File: config.mk
export PLATFORM = sky130hd
export DESIGN_NAME = scancode_key_state_tracker
export DESIGN_NICKNAME = d
export VERILOG_FILES = /design/src/hw/rtl/skst_pkg.sv /design/src/hw/rtl/scancode_key_state_tracker.sv /design/src/hw/rtl/skst_ram.sv
export SDC_FILE = /design/constraint.sdc
export NUM_CORES = 2
export LEC_CHECK = 0
export BUFFER_PORTS_ARGS = -buffer_cell sky130_fd_sc_hd__buf_4
export CAP_MARGIN = 0
export CORE_ASPECT_RATIO = 0.9
export CORE_MARGIN = 2
export CORE_UTILIZATION = 55
export DETAILED_ROUTE_END_ITERATION = 10
export HOLD_SLACK_MARGIN = 0.08
export PLACE_DENSITY = 0.74
export SYNTH_ARGS = -nofsm -noshare
export SYNTH_HDL_FRONTEND = slang
export SYNTH_SLANG_ARGS = --single-unit
File: constraint.sdc
create_clock -name clk -period 7.9 [get_ports clk]
set_input_delay 0.79 -clock clk [delete_from_list [all_inputs] [get_ports clk]]
set_output_delay 0.79 -clock clk [all_outputs]
set_load 0.01 [all_outputs]
File: src/hw/rtl/skst_pkg.sv
// ----------------------------------------------------------------------------
// skst_pkg: shared constants for the scan-code key state tracker
// Key count, byte codes, register indexes and reset values.
// ----------------------------------------------------------------------------
`default_nettype none

package skst_pkg;

  // Key map geometry
  localparam int KEY_CNT   = 128;
  localparam int KEY_IDX_W = 7;
  localparam int CNT_W     = 8;

  // Received byte layout and special bytes
  localparam int          BREAK_BIT      = 7;
  localparam logic [7:0]  BYTE_CLEAR_ALL = 8'h7F;
  localparam logic [7:0]  BYTE_CMD_A     = 8'hFA;
  localparam logic [7:0]  BYTE_CMD_B     = 8'hFB;
  localparam logic [7:0]  BYTE_CMD_C     = 8'hFC;

  // Request kinds
  localparam logic MODE_BYTE = 1'b0;
  localparam logic MODE_TICK = 1'b1;

  // Configuration register indexes
  localparam int         CFG_ADDR_W      = 2;
  localparam int         CFG_DATA_W      = 8;
  localparam logic [1:0] REG_RELEASE_DLY = 2'd0;
  localparam logic [1:0] REG_TAP_DLY     = 2'd1;
  localparam logic [1:0] REG_LOCK_FIRST  = 2'd2;
  localparam logic [1:0] REG_LOCK_SECOND = 2'd3;

  // Register reset values
  localparam logic [CNT_W-1:0]     RELEASE_DLY_RST = 8'd4;
  localparam logic [CNT_W-1:0]     TAP_DLY_RST     = 8'd8;
  localparam logic [KEY_IDX_W-1:0] LOCK_FIRST_RST  = 7'd113;
  localparam logic [KEY_IDX_W-1:0] LOCK_SECOND_RST = 7'd114;

  // A zero delay behaves as one tick
  function automatic logic [CNT_W-1:0] nz_delay(input logic [CNT_W-1:0] d);
    nz_delay = (d == '0) ? CNT_W'(1) : d;
  endfunction

endpackage

`default_nettype wire

File: src/hw/rtl/scancode_key_state_tracker.sv
// A byte request passes through the execute and done states into the output
// register; a tick request walks all 128 key counters through one
// read/update/write-back unit, one key per cycle, before the done state.
// Throughput: one request at a time; the next is accepted once the result is
// in the output register, which holds it until taken.
// Reset (synchronous, rst_n low): keys released, all counters disarmed at once.
// ----------------------------------------------------------------------------
// scancode_key_state_tracker: pressed-key map with release and tap timers
// Tracks make/break scan codes and ticks into a 128-bit key map.
// ----------------------------------------------------------------------------
`default_nettype none

module scancode_key_state_tracker (
  input  wire logic                            clk,
  input  wire logic                            rst_n,
  // request channel
  input  wire logic                            in_valid,
  output logic                                 in_ready,
  input  wire logic                            in_mode,
  input  wire logic [7:0]                      in_code_byte,
  // result channel
  output logic                                 out_valid,
  input  wire logic                            out_ready,
  output logic                                 out_changed,
  output logic      [63:0]                     out_keys_low,
  output logic      [63:0]                     out_keys_high,
  // configuration
  input  wire logic                            cfg_we,
  input  wire logic [skst_pkg::CFG_ADDR_W-1:0] cfg_addr,
  input  wire logic [skst_pkg::CFG_DATA_W-1:0] cfg_data
);

  localparam int KW = skst_pkg::KEY_IDX_W;
  localparam int CW = skst_pkg::CNT_W;
  localparam int KN = skst_pkg::KEY_CNT;

  localparam logic [1:0] ST_IDLE = 2'd0;
  localparam logic [1:0] ST_EXEC = 2'd1;
  localparam logic [1:0] ST_WALK = 2'd2;
  localparam logic [1:0] ST_DONE = 2'd3;

  logic [1:0]    state_r, state_nxt;
  logic          mode_r, mode_nxt;
  logic [7:0]    byte_r, byte_nxt;
  logic [CW-1:0] rel_dly_r, rel_dly_nxt;
  logic [CW-1:0] tap_dly_r, tap_dly_nxt;
  logic [KW-1:0] lock_a_r, lock_a_nxt;
  logic [KW-1:0] lock_b_r, lock_b_nxt;
  logic [KN-1:0] pressed_r, pressed_nxt;
  logic [KN-1:0] rel_vld_r, rel_vld_nxt;
  logic [KN-1:0] tap_vld_r, tap_vld_nxt;
  logic          chg_r, chg_nxt;
  logic [KW:0]   rd_idx_r, rd_idx_nxt;
  logic          s2_vld_r, s2_vld_nxt;
  logic [KW-1:0] s2_idx_r, s2_idx_nxt;
  logic          s2_rv_r, s2_rv_nxt;
  logic          s2_tv_r, s2_tv_nxt;
  logic          out_valid_r, out_valid_nxt;
  logic          out_chg_r, out_chg_nxt;
  logic [KN-1:0] out_keys_r, out_keys_nxt;

  // counter RAM ports
  logic          rel_we, tap_we, ram_re;
  logic [KW-1:0] ram_waddr, ram_raddr;
  logic [CW-1:0] rel_wdata, tap_wdata;
  logic [CW-1:0] rel_rdata, tap_rdata;

  logic [CW-1:0] rel_cur, tap_cur;
  logic [KW-1:0] code;
  logic          is_lock;

  assign in_ready      = (state_r == ST_IDLE);
  assign out_valid     = out_valid_r;
  assign out_changed   = out_chg_r;
  assign out_keys_low  = out_keys_r[63:0];
  assign out_keys_high = out_keys_r[KN-1:64];

  assign code    = byte_r[KW-1:0];
  assign is_lock = (code == lock_a_r) || (code == lock_b_r);

  // counters of an entry never written since reset or clear-all read as zero
  assign rel_cur = s2_rv_r ? rel_rdata : '0;
  assign tap_cur = s2_tv_r ? tap_rdata : '0;

  // release and tap countdown stores
  skst_ram #(.WIDTH(CW), .DEPTH(KN)) u_rel_ram (
    .clk   (clk),
    .we    (rel_we),
    .waddr (ram_waddr),
    .wdata (rel_wdata),
    .re    (ram_re),
    .raddr (ram_raddr),
    .rdata (rel_rdata)
  );

  skst_ram #(.WIDTH(CW), .DEPTH(KN)) u_tap_ram (
    .clk   (clk),
    .we    (tap_we),
    .waddr (ram_waddr),
    .wdata (tap_wdata),
    .re    (ram_re),
    .raddr (ram_raddr),
    .rdata (tap_rdata)
  );

  // Sequencer and key map update
  always_comb begin
    state_nxt     = state_r;
    mode_nxt      = mode_r;
    byte_nxt      = byte_r;
    rel_dly_nxt   = rel_dly_r;
    tap_dly_nxt   = tap_dly_r;
    lock_a_nxt    = lock_a_r;
    lock_b_nxt    = lock_b_r;
    pressed_nxt   = pressed_r;
    rel_vld_nxt   = rel_vld_r;
    tap_vld_nxt   = tap_vld_r;
    chg_nxt       = chg_r;
    rd_idx_nxt    = rd_idx_r;
    s2_vld_nxt    = 1'b0;
    s2_idx_nxt    = s2_idx_r;
    s2_rv_nxt     = s2_rv_r;
    s2_tv_nxt     = s2_tv_r;
    out_valid_nxt = out_valid_r & ~out_ready;
    out_chg_nxt   = out_chg_r;
    out_keys_nxt  = out_keys_r;
    rel_we        = 1'b0;
    tap_we        = 1'b0;
    ram_re        = 1'b0;
    ram_waddr     = code;
    ram_raddr     = rd_idx_r[KW-1:0];
    rel_wdata     = skst_pkg::nz_delay(rel_dly_r);
    tap_wdata     = skst_pkg::nz_delay(tap_dly_r);

    // configuration writes
    if (cfg_we) begin
      case (cfg_addr)
        skst_pkg::REG_RELEASE_DLY: rel_dly_nxt = cfg_data;
        skst_pkg::REG_TAP_DLY:     tap_dly_nxt = cfg_data;
        skst_pkg::REG_LOCK_FIRST:  lock_a_nxt  = cfg_data[KW-1:0];
        skst_pkg::REG_LOCK_SECOND: lock_b_nxt  = cfg_data[KW-1:0];
        default: ;
      endcase
    end

    case (state_r)
      ST_IDLE: begin
        if (in_valid) begin
          mode_nxt  = in_mode;
          byte_nxt  = in_code_byte;
          chg_nxt   = 1'b0;
          state_nxt = ST_EXEC;
        end
      end

      ST_EXEC: begin
        if (mode_r == skst_pkg::MODE_TICK) begin
          rd_idx_nxt = '0;
          state_nxt  = ST_WALK;
        end else begin
          state_nxt = ST_DONE;
          if (byte_r == skst_pkg::BYTE_CMD_A || byte_r == skst_pkg::BYTE_CMD_B ||
              byte_r == skst_pkg::BYTE_CMD_C) begin
            chg_nxt = 1'b0;
          end else if (byte_r == skst_pkg::BYTE_CLEAR_ALL) begin
            pressed_nxt = '0;
            rel_vld_nxt = '0;
            tap_vld_nxt = '0;
            chg_nxt     = 1'b1;
          end else if (is_lock) begin
            // lock key: make and break both press and arm the tap timer
            chg_nxt           = ~pressed_r[code];
            pressed_nxt[code] = 1'b1;
            tap_we            = 1'b1;
            tap_vld_nxt[code] = 1'b1;
          end else if (byte_r[skst_pkg::BREAK_BIT]) begin
            rel_we            = 1'b1;
            rel_vld_nxt[code] = 1'b1;
          end else begin
            // make: press and cancel any pending release
            chg_nxt           = ~pressed_r[code];
            pressed_nxt[code] = 1'b1;
            rel_vld_nxt[code] = 1'b0;
          end
        end
      end

      ST_WALK: begin
        // read stage: one key per cycle
        if (!rd_idx_r[KW]) begin
          ram_re     = 1'b1;
          s2_vld_nxt = 1'b1;
          s2_idx_nxt = rd_idx_r[KW-1:0];
          s2_rv_nxt  = rel_vld_r[rd_idx_r[KW-1:0]];
          s2_tv_nxt  = tap_vld_r[rd_idx_r[KW-1:0]];
          rd_idx_nxt = rd_idx_r + 1'b1;
        end
        // decrement and write-back stage
        if (s2_vld_r) begin
          ram_waddr = s2_idx_r;
          rel_wdata = rel_cur - 1'b1;
          tap_wdata = tap_cur - 1'b1;
          rel_we    = (rel_cur != '0);
          tap_we    = (tap_cur != '0);
          if (rel_cur == CW'(1) || tap_cur == CW'(1)) begin
            chg_nxt               = chg_r | pressed_r[s2_idx_r];
            pressed_nxt[s2_idx_r] = 1'b0;
          end
        end
        if (rd_idx_r[KW] && !s2_vld_r) begin
          state_nxt = ST_DONE;
        end
      end

      ST_DONE: begin
        if (!out_valid_r || out_ready) begin
          out_valid_nxt = 1'b1;
          out_chg_nxt   = chg_r;
          out_keys_nxt  = pressed_r;
          state_nxt     = ST_IDLE;
        end
      end

      default: state_nxt = ST_IDLE;
    endcase
  end

  // Control state
  always_ff @(posedge clk) begin
    if (!rst_n) begin
      state_r     <= ST_IDLE;
      rel_dly_r   <= skst_pkg::RELEASE_DLY_RST;
      tap_dly_r   <= skst_pkg::TAP_DLY_RST;
      lock_a_r    <= skst_pkg::LOCK_FIRST_RST;
      lock_b_r    <= skst_pkg::LOCK_SECOND_RST;
      pressed_r   <= '0;
      rel_vld_r   <= '0;
      tap_vld_r   <= '0;
      s2_vld_r    <= 1'b0;
      out_valid_r <= 1'b0;
      chg_r       <= 1'b0;
      rd_idx_r    <= '0;
    end else begin
      state_r     <= state_nxt;
      rel_dly_r   <= rel_dly_nxt;
      tap_dly_r   <= tap_dly_nxt;
      lock_a_r    <= lock_a_nxt;
      lock_b_r    <= lock_b_nxt;
      pressed_r   <= pressed_nxt;
      rel_vld_r   <= rel_vld_nxt;
      tap_vld_r   <= tap_vld_nxt;
      s2_vld_r    <= s2_vld_nxt;
      out_valid_r <= out_valid_nxt;
      chg_r       <= chg_nxt;
      rd_idx_r    <= rd_idx_nxt;
    end
  end

  // Payload registers
  always_ff @(posedge clk) begin
    mode_r     <= mode_nxt;
    byte_r     <= byte_nxt;
    s2_idx_r   <= s2_idx_nxt;
    s2_rv_r    <= s2_rv_nxt;
    s2_tv_r    <= s2_tv_nxt;
    out_chg_r  <= out_chg_nxt;
    out_keys_r <= out_keys_nxt;
  end

endmodule

`default_nettype wire

File: src/hw/rtl/skst_ram.sv
// ----------------------------------------------------------------------------
// skst_ram: generic simple dual-port RAM
// One write port and one read port, read data registered.
// ----------------------------------------------------------------------------
`default_nettype none

module skst_ram #(
  parameter int WIDTH = 8,
  parameter int DEPTH = 128
) (
  input  wire logic                     clk,
  input  wire logic                     we,
  input  wire logic [$clog2(DEPTH)-1:0] waddr,
  input  wire logic [WIDTH-1:0]         wdata,
  input  wire logic                     re,
  input  wire logic [$clog2(DEPTH)-1:0] raddr,
  output logic      [WIDTH-1:0]         rdata
);

  logic [WIDTH-1:0] mem [DEPTH];

  // Write port
  always_ff @(posedge clk) begin
    if (we) begin
      mem[waddr] <= wdata;
    end
  end

  // Registered read port
  always_ff @(posedge clk) begin
    if (re) begin
      rdata <= mem[raddr];
    end
  end

endmodule

`default_nettype wire
==> summary.md <==
| Metric | Value |
|---|---|
| Io pins | `155` |
| Pin count of the biggest net entering global routing | `roughly 250` |
| Nets | `6,028` |
| Leakage | `around 36 nW` |
| Power, Total | `30.5 mW` |
| WP data required | `8390 ps` |
| Starting Density | `55.4%` |
| Synth Cell Area | `0.106 mm²` |
| Clock-pin slew on the worst setup and hold paths | `60 ps` |
| First-pass GRT wire length | `410,000 µm` |
| Yosys top cell area share | `62.8%` |
| Cell taking the most area after synthesis | `edfxtp_1` |
| Predominant post-synthesis flop cell | `edfxtp_1` |
| YS warnings | `0` |
| CTS tree | `yes` |
| RSZ-0062 raised after global routing | `false` |
| Antenna violations before repair | `14` |
| Hold Path Class | `input port to flop` |
| Final Cycle Share | `70.5%` |
| Pre-Repair DR Iteration Count | `6` |
| Commonest non-fill, non-tap cell in the layout | `edfxtp_1` |
| Vias per cell | `6.85` |
| Final setup viols | `0` |
| Clock Skew | `85.8 ps` |
| CP delay by family, top | `simple AND/OR/NAND/NOR gates` |
| CP cell instances | `buf_4, nor2b_1, o2111ai_1, nand2b_1, o32a_1, nor3b_1, nand2_2, nor2_1` |
| Seq/Total Area, Yosys | `between 70% and 80%` |
| H-tree Lvls | `4` |
| P per Cell Area | `259 mW/mm²` |
| FFs w/ async S/R, synth | `0%` |
| Filler cell count | `12,944` |
| Commonest cells after routing, fill and taps aside | `2,211 x edfxtp_1, 798 x mux4_2, 605 x nor2_1` |
| DIE AREA | `0.196 mm²` |
| CP arrival | `6060 ps` |
| Initial DRC count | `9,476` |
| DRT antenna net count | `0` |
| Core Area | `0.191 mm²` |
| Clock root cell | `clkbuf_16` |
| Post-Route WL | `around 280,000 µm` |
| Seq cells post-synth | `2,638` |
| CP bufs+invs | `1` |
| Post-CTS Setup Inserts | `0` |
| Worst setup SP type | `flop` |
| Status | `complete, no violations` |
| Final Hold Fails | `0` |
| CP startpoint | `byte_r[2]$_DFFE_PP_` |
| Library cells used by synthesis | `56` |
| Multi-input gate area | `0.0292 mm²` |
| TritonCTS Buffers | `241` |
| CP max stage delay | `950 ps` |
| Critical path class | `flop to flop` |
| Peak Freq | `179 MHz` |
| I/O Buffers | `between 150 and 200` |
| Dominant cells by area after synthesis | `edfxtp_1 63%, mux4_2 17%, dfxtp_1 8.1%` |
| Wire per inst | `roughly 32 µm` |
| Share of cells above drive strength 1 | `26.1%` |
| Slowest cell on crit path | `nor3b_1` |
| Vias in the first global route | `56,975` |
| GPL Wtd Cong | `~0.95` |
| Later-pin clock latency in the skew report | `approximately 900 ps` |
| Grt total ovfl | `0` |
| DRC viols | `0` |
| Area delta synth->final | `11.4%` |
| Site Rows | `152` |
| Detailed placement HPWL | `161,000 µm` |
| Startpoint of the worst hold path | `in_code_byte[4]` |
| Syn_nets | `5,987` |
| Tightest Pin Transition | `1420 ps` |
| Flip-flop and latch area | `approximately 0.075 mm²` |
| Die W | `466 µm` |
| Crit. End Element | `flop` |
| Post-synth EDFFs | `~2,200` |
| Via count | `59,980` |
| MaxCap Viol Count | `0` |
| Final setup TNS | `0 ps` |
| Peak VDD IR | `approximately 0.26 mV` |
| Reg-to-reg critical path startpoint | `byte_r[2]$_DFFE_PP_` |
| Die H | `~420 µm` |
| Syn Area/Cell | `17.8 µm²` |
| Max Root-Sink Buffers | `3` |
| Gr usage total | `between 20% and 30%` |
| Largest fanout on the critical path | `21` |
| TritonCTS sink count | `2,638` |
| Max-slew violation count | `0` |
| Slew margin rel. | `5.20%` |
| Crit path time final | `5570 ps` |
| Synth Instances | `5,954` |
| Reg-to-reg slack, setup | `approximately 2300 ps` |
## area by class of cell
class                           instances  share of cell area [%]
Multi-Input combinational cell       2853                    24.8
Clock inverter                        159                    1.57
Antenna cell                            4                 0.00850
Sequential cell                      2638                    63.6
Timing Repair Buffer                  242                    1.72
Inverter                               19                  0.0606
Clock buffer                          296                    5.48
Tap cell                             2541                    2.70
## metal layers
| metal | track usage, % | vias to the layer above | wire length (µm) |
|---|---|---|---|
| li1 | - | 23945 | - |
| met1 | 42.7 | 30703 | 108000 |
| met2 | 42.5 | 4736 | 127000 |
| met3 | 7.05 | 584 | 36300 |
| met4 | 8.23 | 12 | 8420 |
| met5 | 0 | - | 88 |
## power breakdown
part           leakage [nW]  internal (mW)  switching, mW
clock network          4.03           6.89           5.26
logic                  8.35          0.995           2.03
registers              23.8           15.2          0.142
total                  36.2           23.1           7.43
## sequential cells by signal, indices dropped and copies added, names as in the netlist
signal and count:
lock_b_r 7, u_tap_ram.rdata 8, tap_vld_r 128, s2_idx_r 7, out_keys_r 128, chg_r 1
u_rel_ram.mem 1024, pressed_r 128, rel_dly_r 8, mode_r 1, byte_r 8, out_changed 1
tap_dly_r 8, u_tap_ram.mem 1024, lock_a_r 7, rel_vld_r 128, u_rel_ram.rdata 8, out_valid 1
s2_rv_r 1, s2_tv_r 1, state_r 2, s2_vld_r 1, rd_idx_r 8
## cells by family (layout without fill, tap and decap cells)
| family | count (synthesis) | count (layout) | synth area share (%) |
|---|---|---|---|
| other | 0 | 4 | 0 |
| and+or+nand+nor | 1286 | 1286 | 5.02 |
| adders and majority gates | 9 | 9 | 0.106 |
| muxes | 904 | 904 | 18.0 |
| buffers and inverters | 463 | 716 | 1.79 |
| xor gates and xnor gates | 27 | 27 | 0.224 |
| AOI/OAI and AO/OA | 627 | 627 | 3.97 |
| DFF | 2638 | 2638 | 70.9 |
## timing repair
action                                 CTS  global route
hold buffers                             4             0
endpoints found under the hold margin    4             0
resized for setup                        0             0
## path summary, 6_finish.rpt
path	to	depth (start not counted)
hold / removal	byte_r[4]$_DFFE_PP_	1
setup / recovery	u_tap_ram.mem[125][3]$_DFFE_PP_	8
hold reg to reg	s2_idx_r[4]$_DFFE_PP_	0
setup reg to reg	u_tap_ram.mem[125][3]$_DFFE_PP_	8
## worst register-to-register path, stage by stage, from the launching register on
cell       delay (ps)
edfxtp_1          720
buf_4             420
nor2b_1           180
o2111ai_1         390
nand2b_1          240
o32a_1            430
nor3b_1           950
nand2_2           920
nor2_1            910
## synth_stat cells (37+ instances only)
master	instances
nand2_1	362
dfxtp_1	427
o21ai_0	37
mux4_2	798
edfxtp_1	2211
nand3_1	109
nor2_1	612
nor3_1	144
buf_2	80
buf_1	67
clkbuf_1	281
o221a_2	131
mux2i_1	81
a21oi_1	376
## per-stage QoR
step	instances	util, %	worst slack, ps	hold WS [ps]	instance area (µm²)
CTS	8748	61.7	2500	83.8	118000
detailed placement	8289	57.3	2530	421	109000
floorplan	5954	-	463	406	106000
global route	8749	61.7	2220	96.4	118000
finish	8752	61.7	2330	126	118000
global placement	8289	57.3	2730	411	109000
No activity file was read; power rests on OpenSTA's default activity.
